File: src/design/lirs_pkg.sv
// Shared types and constants for the linear interpolation block resampler.
// No dependencies; every other design file imports this package.
package lirs_pkg;

    // Field widths
    localparam int SAMPLE_W  = 16;
    localparam int POS_W     = 12;
    localparam int IN_LEN_W  = 13;
    localparam int OUT_LEN_W = 12;
    localparam int TDATA_IN_W  = 16;
    localparam int TDATA_OUT_W = 32;

    // Signed weighted sum of two samples, weights up to 4095
    localparam int ACC_W = SAMPLE_W + OUT_LEN_W + 1;

    // Serial divider: dividend covers |acc| < 2^27, one quotient bit per cycle
    localparam int DIV_W   = 27;
    localparam int DCNT_W  = $clog2(DIV_W + 1);

    // Configuration port
    localparam int CFG_IDX_W  = 2;
    localparam int CFG_DATA_W = 13;
    localparam logic [CFG_IDX_W-1:0] CFG_IN_LEN  = 2'd0;
    localparam logic [CFG_IDX_W-1:0] CFG_OUT_LEN = 2'd1;

    localparam logic [IN_LEN_W-1:0]  IN_LEN_RST  = 13'd950;
    localparam logic [OUT_LEN_W-1:0] OUT_LEN_RST = 12'd720;
    localparam logic [IN_LEN_W-1:0]  IN_LEN_MIN  = 13'd2;
    localparam logic [IN_LEN_W-1:0]  IN_LEN_MAX  = 13'd4096;

    // Divider request and response
    typedef struct packed {
        logic                    start;
        logic [DIV_W-1:0]        dividend;
        logic [OUT_LEN_W-1:0]    divisor;
    } lirs_div_req_t;

    typedef struct packed {
        logic                    done;
        logic [DIV_W-1:0]        quotient;
        logic [OUT_LEN_W-1:0]    remainder;
    } lirs_div_rsp_t;

    // Sequencer states
    typedef enum logic [3:0] {
        ST_IDLE,
        ST_POS,
        ST_DIV_POS,
        ST_MUL_LO,
        ST_MUL_HI,
        ST_START_Y,
        ST_DIV_Y,
        ST_EMIT,
        ST_UPDATE
    } lirs_state_t;

endpackage

File: src/design/lirs_div.sv
// Bit-serial restoring divider: one quotient bit per cycle, unsigned operands.
// Depends on lirs_pkg for widths and the request/response structs.
module lirs_div import lirs_pkg::*; (
    input  logic          aclk,
    input  logic          aresetn,
    input  lirs_div_req_t req,
    output lirs_div_rsp_t rsp
);

    logic [DIV_W-1:0]     quo_reg, quo_next;
    logic [OUT_LEN_W-1:0] rem_reg, rem_next;
    logic [OUT_LEN_W-1:0] dvs_reg, dvs_next;
    logic [DCNT_W-1:0]    cnt_reg, cnt_next;
    logic                 busy_reg, busy_next;
    logic                 done_reg, done_next;
    logic [OUT_LEN_W:0]   shifted;
    logic                 fits;

    // Shift in the next dividend bit and trial-subtract the divisor
    assign shifted = {rem_reg, quo_reg[DIV_W-1]};
    assign fits    = shifted >= {1'b0, dvs_reg};

    always_comb begin
        quo_next  = quo_reg;
        rem_next  = rem_reg;
        dvs_next  = dvs_reg;
        cnt_next  = cnt_reg;
        busy_next = busy_reg;
        done_next = 1'b0;
        if (req.start) begin
            quo_next  = req.dividend;
            rem_next  = '0;
            dvs_next  = req.divisor;
            cnt_next  = DCNT_W'(DIV_W);
            busy_next = 1'b1;
        end else if (busy_reg) begin
            if (fits) begin
                rem_next = OUT_LEN_W'(shifted - {1'b0, dvs_reg});
            end else begin
                rem_next = shifted[OUT_LEN_W-1:0];
            end
            quo_next = {quo_reg[DIV_W-2:0], fits};
            cnt_next = cnt_reg - 1'b1;
            if (cnt_reg == DCNT_W'(1)) begin
                busy_next = 1'b0;
                done_next = 1'b1;
            end
        end
    end

    always_ff @(posedge aclk) begin
        if (!aresetn) begin
            cnt_reg  <= '0;
            busy_reg <= 1'b0;
            done_reg <= 1'b0;
        end else begin
            cnt_reg  <= cnt_next;
            busy_reg <= busy_next;
            done_reg <= done_next;
        end
    end

    // Operand and result shift registers need no reset
    always_ff @(posedge aclk) begin
        quo_reg <= quo_next;
        rem_reg <= rem_next;
        dvs_reg <= dvs_next;
    end

    assign rsp.done      = done_reg;
    assign rsp.quotient  = quo_reg;
    assign rsp.remainder = rem_reg;

endmodule

File: src/design/linear_interp_block_resampler_top.sv
// Top level of the linear interpolation block resampler.
// Depends on lirs_pkg and the serial divider lirs_div.
//
// Takes signed 16-bit samples in blocks of in_block_len (clamped to 2..4096)
// and emits out_block_len outputs per block (clamped to 1..len-1). Output i
// sits at i*L/M = p + r/M and is (x[p]*(M-r) + x[p+1]*r)/M, truncated toward
// zero, sent when sample p+1 arrives (the last sample is repeated at the
// block end). One sample is processed at a time. Each sample that arrives
// while outputs of the block remain passes once through the shared 27-step
// bit-serial divider for the position p, r; a sample that yields an output
// uses it once more for the division of the weighted sum by M, and then
// waits while the result register stays full. A sample after the block's
// outputs are all sent skips the divider. The result register lets the next
// sample be accepted while a result waits.
module linear_interp_block_resampler_top import lirs_pkg::*; (
    input  logic                   aclk,
    input  logic                   aresetn,
    // Configuration writes
    input  logic                   cfg_wr_en,
    input  logic [CFG_IDX_W-1:0]   cfg_addr,
    input  logic [CFG_DATA_W-1:0]  cfg_wdata,
    // Input samples
    input  logic                   s_tvalid,
    output logic                   s_tready,
    input  logic [TDATA_IN_W-1:0]  s_tdata,    // [15:0] sample_in
    // Resampled outputs
    output logic                   m_tvalid,
    input  logic                   m_tready,
    output logic [TDATA_OUT_W-1:0] m_tdata,    // [15:0] sample_out, [27:16] out_position
    output logic                   m_tlast     // block_last
);

    lirs_state_t state_reg, state_next;

    logic [IN_LEN_W-1:0]        cfg_in_len_reg;
    logic [OUT_LEN_W-1:0]       cfg_out_len_reg;

    logic [IN_LEN_W-1:0]        l_reg;
    logic [OUT_LEN_W-1:0]       m_reg;
    logic [POS_W-1:0]           in_count_reg;
    logic [POS_W-1:0]           out_count_reg;
    logic signed [SAMPLE_W-1:0] cur_reg;
    logic signed [SAMPLE_W-1:0] prev_reg;
    logic signed [SAMPLE_W-1:0] lo_reg;
    logic [OUT_LEN_W-1:0]       r_reg;
    logic                       fire_reg;
    logic signed [ACC_W-1:0]    acc_reg;
    logic                       neg_reg;
    logic [SAMPLE_W-1:0]        y_reg;

    logic                       m_valid_reg;
    logic [SAMPLE_W-1:0]        m_sample_reg;
    logic [POS_W-1:0]           m_pos_reg;
    logic                       m_last_reg;

    logic [IN_LEN_W-1:0]        l_eff;
    logic [IN_LEN_W-1:0]        l_eff_m1;
    logic [OUT_LEN_W-1:0]       m_eff;
    logic [IN_LEN_W-1:0]        l_m1;
    logic [IN_LEN_W-1:0]        trig;
    logic                       past_end;
    logic [IN_LEN_W-1:0]        trig_eff;
    logic                       fire;
    logic [IN_LEN_W+POS_W-1:0]  pos;
    logic signed [ACC_W-1:0]    acc_abs;
    logic [SAMPLE_W-1:0]        q16;
    logic                       s_xfer;
    logic                       out_free;

    lirs_div_req_t div_req;
    lirs_div_rsp_t div_rsp;

    lirs_div u_div (
        .aclk    (aclk),
        .aresetn (aresetn),
        .req     (div_req),
        .rsp     (div_rsp)
    );

    // Clamp the configured lengths
    always_comb begin
        if (cfg_in_len_reg < IN_LEN_MIN) begin
            l_eff = IN_LEN_MIN;
        end else if (cfg_in_len_reg > IN_LEN_MAX) begin
            l_eff = IN_LEN_MAX;
        end else begin
            l_eff = cfg_in_len_reg;
        end
        l_eff_m1 = l_eff - 1'b1;
        if (cfg_out_len_reg == '0) begin
            m_eff = OUT_LEN_W'(1);
        end else if ({1'b0, cfg_out_len_reg} > l_eff_m1) begin
            m_eff = l_eff_m1[OUT_LEN_W-1:0];
        end else begin
            m_eff = cfg_out_len_reg;
        end
    end

    // Trigger sample of the pending output
    assign l_m1     = l_reg - 1'b1;
    assign trig     = {1'b0, div_rsp.quotient[POS_W-1:0]} + 1'b1;
    assign past_end = trig > l_m1;
    assign trig_eff = past_end ? l_m1 : trig;
    assign fire     = {1'b0, in_count_reg} == trig_eff;

    assign pos     = {{IN_LEN_W{1'b0}}, out_count_reg} * {{POS_W{1'b0}}, l_reg};
    assign acc_abs = acc_reg[ACC_W-1] ? -acc_reg : acc_reg;
    assign q16     = div_rsp.quotient[SAMPLE_W-1:0];

    assign s_tready = (state_reg == ST_IDLE);
    assign s_xfer   = s_tvalid && s_tready;
    assign out_free = !m_valid_reg || m_tready;

    // Next state and divider requests
    always_comb begin
        state_next       = state_reg;
        div_req.start    = 1'b0;
        div_req.dividend = DIV_W'(pos);
        div_req.divisor  = m_reg;
        case (state_reg)
            ST_IDLE: begin
                if (s_xfer) begin
                    state_next = (out_count_reg < m_eff) ? ST_POS : ST_UPDATE;
                end
            end
            ST_POS: begin
                div_req.start = 1'b1;
                state_next    = ST_DIV_POS;
            end
            ST_DIV_POS: begin
                if (div_rsp.done) begin
                    state_next = fire ? ST_MUL_LO : ST_UPDATE;
                end
            end
            ST_MUL_LO: state_next = ST_MUL_HI;
            ST_MUL_HI: state_next = ST_START_Y;
            ST_START_Y: begin
                div_req.start    = 1'b1;
                div_req.dividend = acc_abs[DIV_W-1:0];
                state_next       = ST_DIV_Y;
            end
            ST_DIV_Y: begin
                if (div_rsp.done) begin
                    state_next = ST_EMIT;
                end
            end
            ST_EMIT: begin
                if (out_free) begin
                    state_next = ST_UPDATE;
                end
            end
            ST_UPDATE: state_next = ST_IDLE;
            default:   state_next = ST_IDLE;
        endcase
    end

    always_ff @(posedge aclk) begin
        if (!aresetn) begin
            state_reg <= ST_IDLE;
        end else begin
            state_reg <= state_next;
        end
    end

    // Configuration registers
    always_ff @(posedge aclk) begin
        if (!aresetn) begin
            cfg_in_len_reg  <= IN_LEN_RST;
            cfg_out_len_reg <= OUT_LEN_RST;
        end else if (cfg_wr_en) begin
            case (cfg_addr)
                CFG_IN_LEN:  cfg_in_len_reg  <= cfg_wdata;
                CFG_OUT_LEN: cfg_out_len_reg <= cfg_wdata[OUT_LEN_W-1:0];
                default: ;
            endcase
        end
    end

    // Block counters and sample history
    always_ff @(posedge aclk) begin
        if (!aresetn) begin
            in_count_reg  <= '0;
            out_count_reg <= '0;
            prev_reg      <= '0;
            fire_reg      <= 1'b0;
        end else begin
            case (state_reg)
                ST_IDLE: begin
                    if (s_xfer) begin
                        fire_reg <= 1'b0;
                    end
                end
                ST_DIV_POS: begin
                    if (div_rsp.done) begin
                        fire_reg <= fire;
                    end
                end
                ST_UPDATE: begin
                    prev_reg <= cur_reg;
                    if ({1'b0, in_count_reg} >= l_m1) begin
                        in_count_reg  <= '0;
                        out_count_reg <= '0;
                    end else begin
                        in_count_reg <= in_count_reg + 1'b1;
                        if (fire_reg) begin
                            out_count_reg <= out_count_reg + 1'b1;
                        end
                    end
                end
                default: ;
            endcase
        end
    end

    // Datapath: latch operands, weigh the two samples, sign-correct the quotient
    always_ff @(posedge aclk) begin
        case (state_reg)
            ST_IDLE: begin
                if (s_xfer) begin
                    cur_reg <= $signed(s_tdata[SAMPLE_W-1:0]);
                    l_reg   <= l_eff;
                    m_reg   <= m_eff;
                end
            end
            ST_DIV_POS: begin
                if (div_rsp.done) begin
                    r_reg  <= div_rsp.remainder;
                    lo_reg <= past_end ? cur_reg : prev_reg;
                end
            end
            ST_MUL_LO: begin
                acc_reg <= ACC_W'(lo_reg) *
                           ACC_W'($signed({1'b0, OUT_LEN_W'(m_reg - r_reg)}));
            end
            ST_MUL_HI: begin
                acc_reg <= acc_reg + ACC_W'(cur_reg) * ACC_W'($signed({1'b0, r_reg}));
            end
            ST_START_Y: begin
                neg_reg <= acc_reg[ACC_W-1];
            end
            ST_DIV_Y: begin
                if (div_rsp.done) begin
                    y_reg <= neg_reg ? SAMPLE_W'(-q16) : q16;
                end
            end
            default: ;
        endcase
    end

    // Result register: load on emit, drop after the transfer
    always_ff @(posedge aclk) begin
        if (!aresetn) begin
            m_valid_reg <= 1'b0;
        end else if (state_reg == ST_EMIT && out_free) begin
            m_valid_reg <= 1'b1;
        end else if (m_tready) begin
            m_valid_reg <= 1'b0;
        end
    end

    always_ff @(posedge aclk) begin
        if (state_reg == ST_EMIT && out_free) begin
            m_sample_reg <= y_reg;
            m_pos_reg    <= out_count_reg;
            m_last_reg   <= (out_count_reg == m_reg - 1'b1);
        end
    end

    assign m_tvalid = m_valid_reg;
    assign m_tdata  = {4'b0, m_pos_reg, m_sample_reg};
    assign m_tlast  = m_last_reg;

endmodule

File: config.mk
export PLATFORM = sky130hd
export DESIGN_NAME = linear_interp_block_resampler_top
export DESIGN_NICKNAME = d
export VERILOG_FILES = /design/src/design/lirs_pkg.sv /design/src/design/lirs_div.sv /design/src/design/linear_interp_block_resampler_top.sv
export SDC_FILE = /design/constraint.sdc
export NUM_CORES = 2
export LEC_CHECK = 0
export BUFFER_PORTS_ARGS = -buffer_cell sky130_fd_sc_hd__buf_2
export CAP_MARGIN = 20
export CORE_ASPECT_RATIO = 1.75
export CORE_MARGIN = 1.5
export CORE_UTILIZATION = 40
export CTS_CLUSTER_SIZE = 20
export DETAILED_ROUTE_END_ITERATION = 12
export PLACE_DENSITY_LB_ADDON = 0.3
export REMOVE_ABC_BUFFERS = 1
export SYNTH_ARGS = -nofsm -noshare
export SYNTH_HDL_FRONTEND = slang
export SYNTH_HIERARCHICAL = 1
export SYNTH_SLANG_ARGS = --single-unit
File: constraint.sdc
create_clock -name aclk -period 12.6 [get_ports aclk]
set_input_delay 2.52 -clock aclk [delete_from_list [all_inputs] [get_ports aclk]]
set_output_delay 2.52 -clock aclk [all_outputs]
set_load 0.03 [all_outputs]
# Word-level counts from Yosys, hierarchy flattened
# Index checks and enable logic that the tools add are counted.
# op_classes
addsub	12
n_mul	3
magnitude_cmp	7
eq_ne	16
n_mux	35
bitwise	2
reduce_logical	23
# ops
cell	count
$mux 27	4
$mux 12	6
$mul 16x13->29	2
$pmux 29 s2	1
$mux 13	3
$mux 16	2
$pmux 4 s8	1
$add 29x29->29	1
$neg 27->27	1
$sub 13x1->13 const B	2
$mul 12x13->25	1
$add 12x1->12 const B	2
$mux 4	6
$sub 12x12->12	2
$eq 4x3->1 const B	4
$neg 16->16	1
$add 12x1->13 const B	1
$eq 12x13->1	1
$ge 12x13->1	1
$ge 13x12->1	1
$gt 12x13->1	1
$gt 13x13->1	1
$gt 13x13->1 const B	1
$lt 13x2->1 const B	1
27 further kinds	51
# word_totals
ff_bits	273
input_bits	36
output_inout_bits	35
elab_cells	124

# Longest topological paths before layout
# logic_depth
depth_word	11
depth_mapped	35
depth_no_buf	32

# Hierarchy
# Netlist, hierarchy kept.
# modules_own_cells
mod	n_inst	cells_each	area_per_inst_um2	seq_area_each_um2
linear_interp_block_resampler_top	1	3614	32338.5	5745.5
lirs_div	1	244	2969.1	1551.5

# Worst setup path after synthesis
# No wires, ideal clock.
# synth_path
kind	register -> register
startpoint	register r_reg[1]
endpoint	register acc_reg[27] (data pin)
setup_ps	271
arrival_ps	7453
t_required_ps	12329
path_slack_ps	4876
stages_incl_launch_ff	33
path_buffers	3
synth_period_minus_slack_ps	7724
cell_sequence	edfxtp_1 clkbuf_1 clkbuf_1 inv_1 ha_1 nor2b_1 o21ai_0 a21boi_0 o21ai_0 a21boi_0 o21ai_0 a21oi_1 o21ai_0 clkbuf_1 nand3_1 fa_1 inv_1 fa_1 fa_1 fa_1 inv_1 fa_1 inv_1 ha_1 a21o_1 a21oi_1 o21ai_0 or3_1 nor3_1 o31ai_1 o41ai_1 xor2_1 o211ai_1
# synth_between
elab_chain_len	3
elab_cells_between_ends	5
classes_between	2 x add/sub; 2 x mul; 1 x mux
# synth_rtl
element	line	text
from (decl)	linear_interp_block_resampler_top.sv:45	logic [OUT_LEN_W-1:0] r_reg;
from (signal assigned)	linear_interp_block_resampler_top.sv:227	r_reg <= div_rsp.remainder;
$mul 16x13->29 / $sub 12x12->12 (equally long branches)	linear_interp_block_resampler_top.sv:236, linear_interp_block_resampler_top.sv:233	
$add 29x29->29 / $mul 16x13->29 (equally long branches)	linear_interp_block_resampler_top.sv:236, linear_interp_block_resampler_top.sv:232	
$pmux 29 s2 (*)	linear_interp_block_resampler_top.sv:217	case (state_reg)
to (signal assigned)	linear_interp_block_resampler_top.sv:232	acc_reg <= ACC_W'(lo_reg) *
to (signal assigned)	linear_interp_block_resampler_top.sv:236	acc_reg <= acc_reg + ACC_W'(cur_reg) * ACC_W'($signed({1'b0, r_reg}));
to (decl)	linear_interp_block_resampler_top.sv:47	logic signed [ACC_W-1:0] acc_reg;
# Mark *: on every way between the ends. The rest lies on a longest branch, timed or not.
# A chain may end at the register's enable or synchronous reset.

# Worst setup path in the final report
# Ends and elaborated chain as after synthesis.

==> results.yml <==
global_routing:
  grtUsageTotal_pct: 22.0
  grt_pass1_wl_um: 152000
  grt_antenna_before_repair: 0
  grt_start_max_net_pins: 46
  gr-total-overflow: 0
  grt_pass1_vias: 28100
route:
  wl_per_cell_um: 19.1
  drt-total-wl_um: 96100
  drc: 0
  ant_nets: 0
  drt_iter0_markers: 1428
  avgViaCountPerCell: 5.27
  first_pass_iters: 5
  via_count: 26400
sta:
  hold_viol: 0
  fin_skew_ns: 0.0250
  min_period_over_period_pct: 69.8
  fmax_mhz: 114
  worst_pin_slew_ns: 1.01
  maxSlewViolCount: 0
  period_minus_slack_ns: 8.79
  setup-tns-final_ns: 0
  setup_viol: 0
  relSlewSlack_pct: 32.5
  rsz0062_at_grt: "false"
logic_synthesis:
  synth-seq-cells: 273
  yosys.cell_count.top_type: "inv_1"
  ys.flop_type: "edfxtp_1"
  yosys_warnings: 6
  yosysSeqAreaShare_pct: 20.7
  yosys.area.top_type: "fa_1"
  synth_cell_types: 89
  synth_edf_count: 183
  yosys-top-cells-count: "633 x inv_1, 590 x nand2_1, 492 x fa_1"
  synth_cells: 3858
  yosys-top-cells-area: "fa_1 28%, edfxtp_1 16%, ha_1 10%, inv_1 6.7%, nand2_1 6.3%"
  synth.top_cell.area_share_pct: 27.9
  async_flop_share_pct: 0
  synth_area_per_cell_sq_um: 9.15
  synthesis.area_sq_mm: 0.0353
critical_path:
  crit_path_top_delay_cell: "edfxtp_1"
  crit_path_max_fanout: 17
  crit_arrival_ns: 9.14
  cp-end-kind: "flip-flop"
  worst-path-buf-inv: 3
  crit_required_ns: 12.95
  cpMostUsedCell: "fa_1"
  crit_family: "adder cells"
  r2r_end: "acc_reg[27]"
  reg2reg_setup_slack_ns: 3.81
  critPathLaunchType: "flip-flop"
  rr_worst_depth: 28
  rr_startpoint: "r_reg[1]"
  slowest_delay_ns: 0.80
  crit_type: "reg -> reg"
final_layout:
  fillers: 8598
  largest_register_ffs: 29
  num_antenna_cells: 0
  syn_to_final_growth_pct: 7.23
  drive_above_1_share_pct: 6.34
  fin_nets: 4640
die:
  initial_core_util_pct: 40.2
  core_area_sq_mm: 0.0877
  die_x_um: 228
  ios: 71
  rows: 144
  die_area_sq_mm: 0.0901
  die_h_um: 396
job:
  max-cap-violations: 0
clock_network:
  cts_buffers: 30
  cts_tree: "done"
  cts.clk_slew.worst_paths_ns: 0.07
  cts-hold-fix-buffers: 0
  cts_setup_buffers: 0
  clockBufferDepth: 3
  htree_levels: 1
  cts_resized: 0
  cts_root_buf: "clkbuf_16"
  clkSinkCount: 273
  clk_latency_ns: 0.62
worst_hold_path:
  hold_path_end: "m_sample_reg[4]"
  hold_path_class: "reg -> reg"
  worstHoldStart: "y_reg[4]"
  hold_path_depth: 0
outcome:
  status: "finished, final reports clean"
placement:
  gp_congestion: 0.910
  numPortBuffers: 66
  hpwl_um: 76200
[metal layers]
metal	track usage (%)	part of all wire, %	routed length [um]	vias up
met1	22.7	35	33600	13300
met5	0	0	0	-
met2	43.3	57	54300	563
met4	10.7	5.2	5000	0
li1	-	-	-	12300
met3	1.81	3.4	3220	209
[per-stage QoR]
| step | worst slack (ns) | instance area (sq um) | hold slack [ns] | util, % | std cells |
|---|---|---|---|---|---|
| 2_1_floorplan | 3.10 | 34600 | 0.400 | - | 3684 |
| 3_3_place_gp | 3.87 | 36800 | 0.402 | 41.9 | 4960 |
| 3_5_place_dp | 3.84 | 36800 | 0.406 | 41.9 | 4961 |
| 4_1_cts | 3.83 | 37800 | 0.421 | 43.1 | 5017 |
| 5_1_grt | 3.11 | 37900 | 0.428 | 43.1 | 5019 |
| 6_report | 3.81 | 37900 | 0.420 | 43.1 | 5019 |
[logic make-up (layout without fill, tap and decap cells)]
kind of cell,after synthesis,in the layout,synth area share [%]
multiplexers,72,72,2.18
XOR/XNOR,186,186,4.61
AND/OR/NAND/NOR,1242,1242,16.6
other,1,4,0.0106
flip-flops,273,273,20.7
AO/OA/AOI/OAI,494,494,9.19
buffers and inverters,813,803,8.74
adder cells (fa/ha/maj),777,777,38.0
[how the worst max path moves through the flow]
stage,start,to,slack [ns],cells past startpoint
after global routing,r_reg[1],acc_reg[20],3.11,28
after detailed placement,r_reg[1],acc_reg[27],3.84,28
after CTS,r_reg[1],acc_reg[27],3.83,28
after global placement,r_reg[1],acc_reg[27],3.87,28
after floorplan,r_reg[1],acc_reg[27],3.10,28
final,r_reg[1],acc_reg[27],3.81,28
[cell usage in the layout (no fill, tap or decap), types with 87 or more instances in the layout]
cell / count
and2_1: 187
o21ai_0: 87
nand2_1: 590
dfxtp_1: 90
ha_1: 285
a21oi_1: 151
edfxtp_1: 183
nor2_1: 149
inv_1: 633
xnor2_1: 112
fa_1: 492
[final cells by class]
type / count / area [sq um] / area share (%)
Inverter: 636 / 2390 / 6.31
Clock buffer: 31 / 754 / 1.99
Multi-Input combinational cell: 2775 / 25000 / 66.0
Sequential cell: 273 / 7300 / 19.3
Tap cell: 1168 / 1460 / 3.86
Clock inverter: 25 / 278 / 0.734
Timing Repair Buffer: 111 / 706 / 1.86
Power is left out: the tool's default activity adds up to more than one toggle a clock period on the data nets, which glitch-free logic cannot reach.
